[config.mk]
export PLATFORM = sky130hd
export DESIGN_NAME = pas_div_cell
export DESIGN_NICKNAME = d
export VERILOG_FILES = /design/src/rtl/core/pas_pkg.sv /design/src/rtl/core/pas_div_cell.sv
export SDC_FILE = /design/constraint.sdc
export NUM_CORES = 1
export LEC_CHECK = 0
export ABC_AREA = 0
export BUFFER_PORTS_ARGS = -buffer_cell sky130_fd_sc_hd__buf_2
export CORE_MARGIN = 4
export CORE_UTILIZATION = 23
export CTS_CLUSTER_DIAMETER = 150
export DETAILED_ROUTE_END_ITERATION = 7
export HOLD_SLACK_MARGIN = 0.15
export PLACE_DENSITY = 0.54
export SYNTH_ARGS = -nofsm -noshare
export SYNTH_HDL_FRONTEND = slang
export SYNTH_SLANG_ARGS = --single-unit
[constraint.sdc]
create_clock -name clk -period 5.5 [get_ports clk]
set_input_delay 0.55 -clock clk [delete_from_list [all_inputs] [get_ports clk]]
set_output_delay 0.55 -clock clk [all_outputs]
set_load 0.05 [all_outputs]
[src/rtl/core/pas_pkg.sv]
// Shared types, constants and helpers for the particle attractor step unit.
package pas_pkg;

  localparam int COORD_W   = 24;
  localparam int FRAC_BITS = 12;
  localparam int DIFF_W    = COORD_W + 1;
  localparam int SQ_W      = 2 * DIFF_W;
  localparam int ROOT_W    = DIFF_W;
  localparam int DIV_W     = 8;
  localparam int DEN_W     = ROOT_W + DIV_W;
  localparam int NUM_W     = DIFF_W + FRAC_BITS;
  localparam int Q_W       = FRAC_BITS + 1;
  localparam int SUM_W     = COORD_W + 2;
  localparam int GRAVITY_Q = ((5 << FRAC_BITS) + 50) / 100;
  localparam int FLOOR_Q   = 199 << FRAC_BITS;
  localparam int PULL_DIV_RESET = 20;

  typedef logic signed [COORD_W-1:0] coord_t;

  typedef enum logic [1:0] {
    REG_ATTR_X = 2'd0,
    REG_ATTR_Y = 2'd1,
    REG_PULL_DIV = 2'd2,
    REG_REPEL = 2'd3
  } cfg_reg_t;

  typedef struct packed {
    coord_t pos_x;
    coord_t pos_y;
    coord_t vel_x;
    coord_t vel_y;
  } in_t;

  typedef struct packed {
    coord_t new_pos_x;
    coord_t new_pos_y;
    coord_t new_vel_x;
    coord_t new_vel_y;
    logic   bounced;
    logic   saturated;
  } out_t;

  // Particle data carried alongside the arithmetic cells
  typedef struct packed {
    coord_t              px;
    coord_t              py;
    coord_t              vx;
    coord_t              vy;
    logic [DIFF_W-1:0]   mag_x;
    logic [DIFF_W-1:0]   mag_y;
    logic                neg_x;
    logic                neg_y;
    logic                nz;
    logic                act;
  } part_t;

  typedef struct packed {
    logic [SQ_W-1:0]   rem;
    logic [ROOT_W-1:0] root;
  } sq_t;

  typedef struct packed {
    logic [DEN_W-1:0] den;
    logic [NUM_W-1:0] rem_x;
    logic [NUM_W-1:0] rem_y;
    logic [Q_W-1:0]   q_x;
    logic [Q_W-1:0]   q_y;
  } dv_t;

  function automatic coord_t sat_c(input logic signed [SUM_W-1:0] v);
    logic signed [SUM_W-1:0] hi;
    logic signed [SUM_W-1:0] lo;
    hi = SUM_W'((64'sd1 <<< (COORD_W - 1)) - 1);
    lo = -SUM_W'(64'sd1 <<< (COORD_W - 1));
    if (v > hi) return coord_t'(hi);
    else if (v < lo) return coord_t'(lo);
    else return coord_t'(v);
  endfunction

  function automatic logic ovf_c(input logic signed [SUM_W-1:0] v);
    logic signed [SUM_W-1:0] hi;
    logic signed [SUM_W-1:0] lo;
    hi = SUM_W'((64'sd1 <<< (COORD_W - 1)) - 1);
    lo = -SUM_W'(64'sd1 <<< (COORD_W - 1));
    return (v > hi) || (v < lo);
  endfunction

endpackage

[src/rtl/core/pas_div_cell.sv]
// One cell of the pull divider chain: settles one quotient bit per lane per cycle.
module pas_div_cell #(
  parameter int BIT = 0
) (
  input  logic           clk,
  input  logic           rst,
  input  logic           in_valid,
  input  pas_pkg::part_t in_part,
  input  pas_pkg::dv_t   in_dv,
  output logic           out_valid,
  output pas_pkg::part_t out_part,
  output pas_pkg::dv_t   out_dv
);
  import pas_pkg::*;

  localparam int CMP_W = DEN_W + Q_W;

  logic [CMP_W-1:0] term;
  logic [CMP_W-1:0] rx;
  logic [CMP_W-1:0] ry;
  dv_t              dv_next;

  always_comb begin
    term = {{Q_W{1'b0}}, in_dv.den} << BIT;
    rx   = {{(CMP_W - NUM_W){1'b0}}, in_dv.rem_x};
    ry   = {{(CMP_W - NUM_W){1'b0}}, in_dv.rem_y};
    dv_next = in_dv;
    if (rx >= term) begin
      dv_next.rem_x = NUM_W'(rx - term);
      dv_next.q_x   = in_dv.q_x | (Q_W'(1) << BIT);
    end
    if (ry >= term) begin
      dv_next.rem_y = NUM_W'(ry - term);
      dv_next.q_y   = in_dv.q_y | (Q_W'(1) << BIT);
    end
  end

  always_ff @(posedge clk) begin
    if (rst) begin
      out_valid <= 1'b0;
    end else begin
      out_valid <= in_valid;
    end
  end

  always_ff @(posedge clk) begin
    out_part <= in_part;
    out_dv   <= dv_next;
  end

endmodule

# [After elaboration in Yosys (flattened, before gate mapping)]
# Cells that the tools add are included.
[totals] out_inout_bits=284 reg_bits=284
[op_classes] muxes=2 addsub=2 order_cmp=2
[op_table] operator=">= comparator 37 x 33 -> 1 bit" n=2
[op_table] operator="two-way mux 37 bit" n=2
[op_table] operator="subtractor 37 x 33 -> 37 bit" n=2

# [Logic depth before layout (Yosys ltp)]
[depth] ltp_word=2 ltp_mapped=13 depth_no_buf=12

# [Worst setup path after synthesis]
# OpenSTA, ideal clock, no wires.
[synth_timing] path_type="input-to-reg" start="input port in_dv[26] (netlist name)" end="register out_dv[56] (netlist name)" cell_stages=12 slack_ps=2433 setup_time_ps=121 t_arrival_ps=2946 cell_sequence="inv_1 -> ha_1 -> fa_1 -> nor2b_1 -> o31ai_1 -> a21oi_1 -> a31oi_1 -> o21a_1 -> a211o_1 -> o311ai_2 -> xor2_1 -> mux2_2"
[synth_rtl] element="start, declared" line="pas_div_cell.sv:9" source="input pas_pkg::dv_t in_dv,"
[synth_rtl] element="end signal, assigned" line="pas_div_cell.sv:48" source="out_dv <= dv_next;"
[synth_rtl] element="end, declared" line="pas_div_cell.sv:12" source="output pas_pkg::dv_t out_dv"

==> metrics.txt <==
commonest non-fill, non-tap cell in the layout buf_2; crit path launch type input port; post-DR vias/cell roughly 4.4; DR vias 10,540; hold path cells 2; register area 5685 µm²; Die H between 200 and 250 µm; element type at the critical path end flip-flop; syn nets between 1,000 and 1,500; P_leak between 8 and 9 nW; status finished clean; Sink Count 284; synth warn 0; synthesis-to-finish area growth 64.11%; worst hold margin ~0.21 ns; initial antenna violation count 23; Cell variety after synth 61; vias in the first global route approximately 11,000; synth top area cells dfxtp_1, ha_1, mux2_2; CTS Root Cell clkbuf_16; Initial Utilization a little under a quarter; full die area 48,720 µm²; setup_tns 0 ns; Synth area leader dfxtp_1; number of routed nets with antenna violations 0; H-tree levels 2; TritonRoute pass-1 iters 5; VDD IR max about 0.00027 V; # DRC 0; Die Wd around 220 µm; Psw roughly 2.3 mW; RSZ-0062 raised after global routing false; PwrDens between 300 and 400 nW/µm²; Max Freq ~240 MHz; overall routed net length 56,610 µm; worst path required time between 5 and 6 ns; Max Cap Viol 0; register area share after synthesis between 50% and 60%; Final Setup Violations 0; Layout fillers 4,471; crit path max fanout 55; Syn Inst Count between 900 and 1,000; largest net degree at the start of global routing 56; multi-input logic area 4380 µm²; Seq pwr share roughly 36%; arrival time at the worst endpoint about 4.6 ns; Hold WC Path Type in2reg; Post-synth EDFFs 0; initial DRC count 460; power share of the clock group between 30% and 40%; fin crit period about 4.2 ns; drt wl/cell approximately 24 µm; switch share a little over a third; nets@finish around 2,100; share of the synthesized area in the top cell type a little over half; Hold Violations, Final 0; worst-case clock buffer depth 3; row count 77; ys async rst share 0%; combinational fraction of design power between 20% and 30%; most frequent cells in the layout buf_2, dfxtp_1, dlygate4sd3_1; number of synthesized register bits around 280; Pint approximately 4.2 mW; floorplan core area ~45,000 µm²; share of layout cells above drive strength 1 between 30% and 40%; I/O pins 570; DP Wirelength between 40,000 and 50,000 µm; routability cong. 0.9200; fin crit share between 70% and 80%; worst rel slew slack ~27%; Mapped Avg Cell Area approximately 11 µm²; Slew Limit Fails 0; GR Util All Layers approximately 22%; Worst Setup Path Type in2reg; cts bufs inserted 36; TritonCTS clock tree done; first-pass GRT wire length ~77,000 µm; area of the mapped netlist about 10,000 µm²; GRT overflow 0; Post-CTS Resized 0; number of port buffers between 500 and 600; dominant synthesized flop cell dfxtp_1; worst-margin pin slew 1.093 ns; Worst-path clk slew 0.06 ns
## state kept, by name (all words and copies together), names as in the netlist
name	cells
out_dv	133
out_part	150
out_valid	1
## logic make-up after synthesis
group / count (synthesis) / synth area share, %
fa+ha+maj: 68 / 8.318
compound gates: 238 / 14.81
mux: 39 / 4.147
buf+inv: 84 / 3.306
flops: 284 / 54.62
xor+xnor: 57 / 4.796
simple gates: 219 / 10.00
## power groups by stage
stage | clock network, mW | registers [mW] | logic, mW
floorplan | 0 | 3.07 | 0.450
global placement | 0 | 2.37 | 1.69
detailed placement | 0 | 2.37 | 1.69
CTS | 2.36 | 2.33 | 1.83
global route | 2.45 | 2.34 | 1.92
finish | 2.29 | 2.32 | 1.82
## critical path, stage by stage
cell,delay (ns)
dlygate4sd3_1,0.52
buf_2,0.13
inv_1,0.09
ha_1,0.40
nand2_1,0.20
nor2_1,0.14
nand2_1,0.17
nor4_1,0.66
a21oi_1,0.34
o211ai_2,0.18
nand2_2,0.62
o31ai_1,0.54
## routing by layer
metal	vias to the layer above	GRT usage (%)	routed length, µm
li1	5047	-	-
met1	4931	26.30	23020
met2	413	37.09	26880
met3	112	7.072	4548
met4	34	6.740	1968
met5	-	0	195
## Yosys cell counts (9+ instances only)
cell type	instances
xnor2_1	30
nor3_1	12
dfxtp_1	284
xor2_1	27
and3_1	9
ha_1	66
nand2b_1	13
o31ai_1	14
a21o_1	21
mux2_2	33
nand2_1	83
nand4_1	14
clkbuf_1	21
a21oi_1	63
inv_1	57
a21boi_0	9
o21ai_0	58
nor2_1	42
a211oi_1	10
nand3_1	15
## final timing paths
check,slack [ns],to,startpoint
setup / recovery,1.35,out_dv[95],in_dv[131]
hold / removal,0.21,out_dv[13],in_dv[13]
## cell type report
type                            count  area share, %
Timing Repair Buffer              775          28.74
Clock buffer                       53          6.124
Clock inverter                     10         0.5127
Sequential cell                   284          33.28
Antenna cell                        7         0.1025
Tap cell                          592          4.336
Inverter                           57          1.253
Multi-Input combinational cell    621          25.64
## what timing repair did
action | CTS | global route
buffers inserted | 0 | 0
hold endpoints to repair | 206 | 0
hold buffers | 206 | 0
## metrics by stage
stage | setup WS (ns) | std cells | instance area [µm²] | total power, mW | utilization, %
global placement | 1.174 | 2123 | 13870 | 4.058 | 31.16
global route | 1.052 | 2394 | 17070 | 6.703 | 38.35
finish | 1.348 | 2399 | 17080 | 6.427 | 38.38
floorplan | 2.433 | 989 | 10410 | 3.516 | -
CTS | 1.209 | 2392 | 17060 | 6.517 | 38.34
detailed placement | 1.192 | 2123 | 13870 | 4.055 | 31.16
Note: power is estimated with default switching activity, not from simulation.
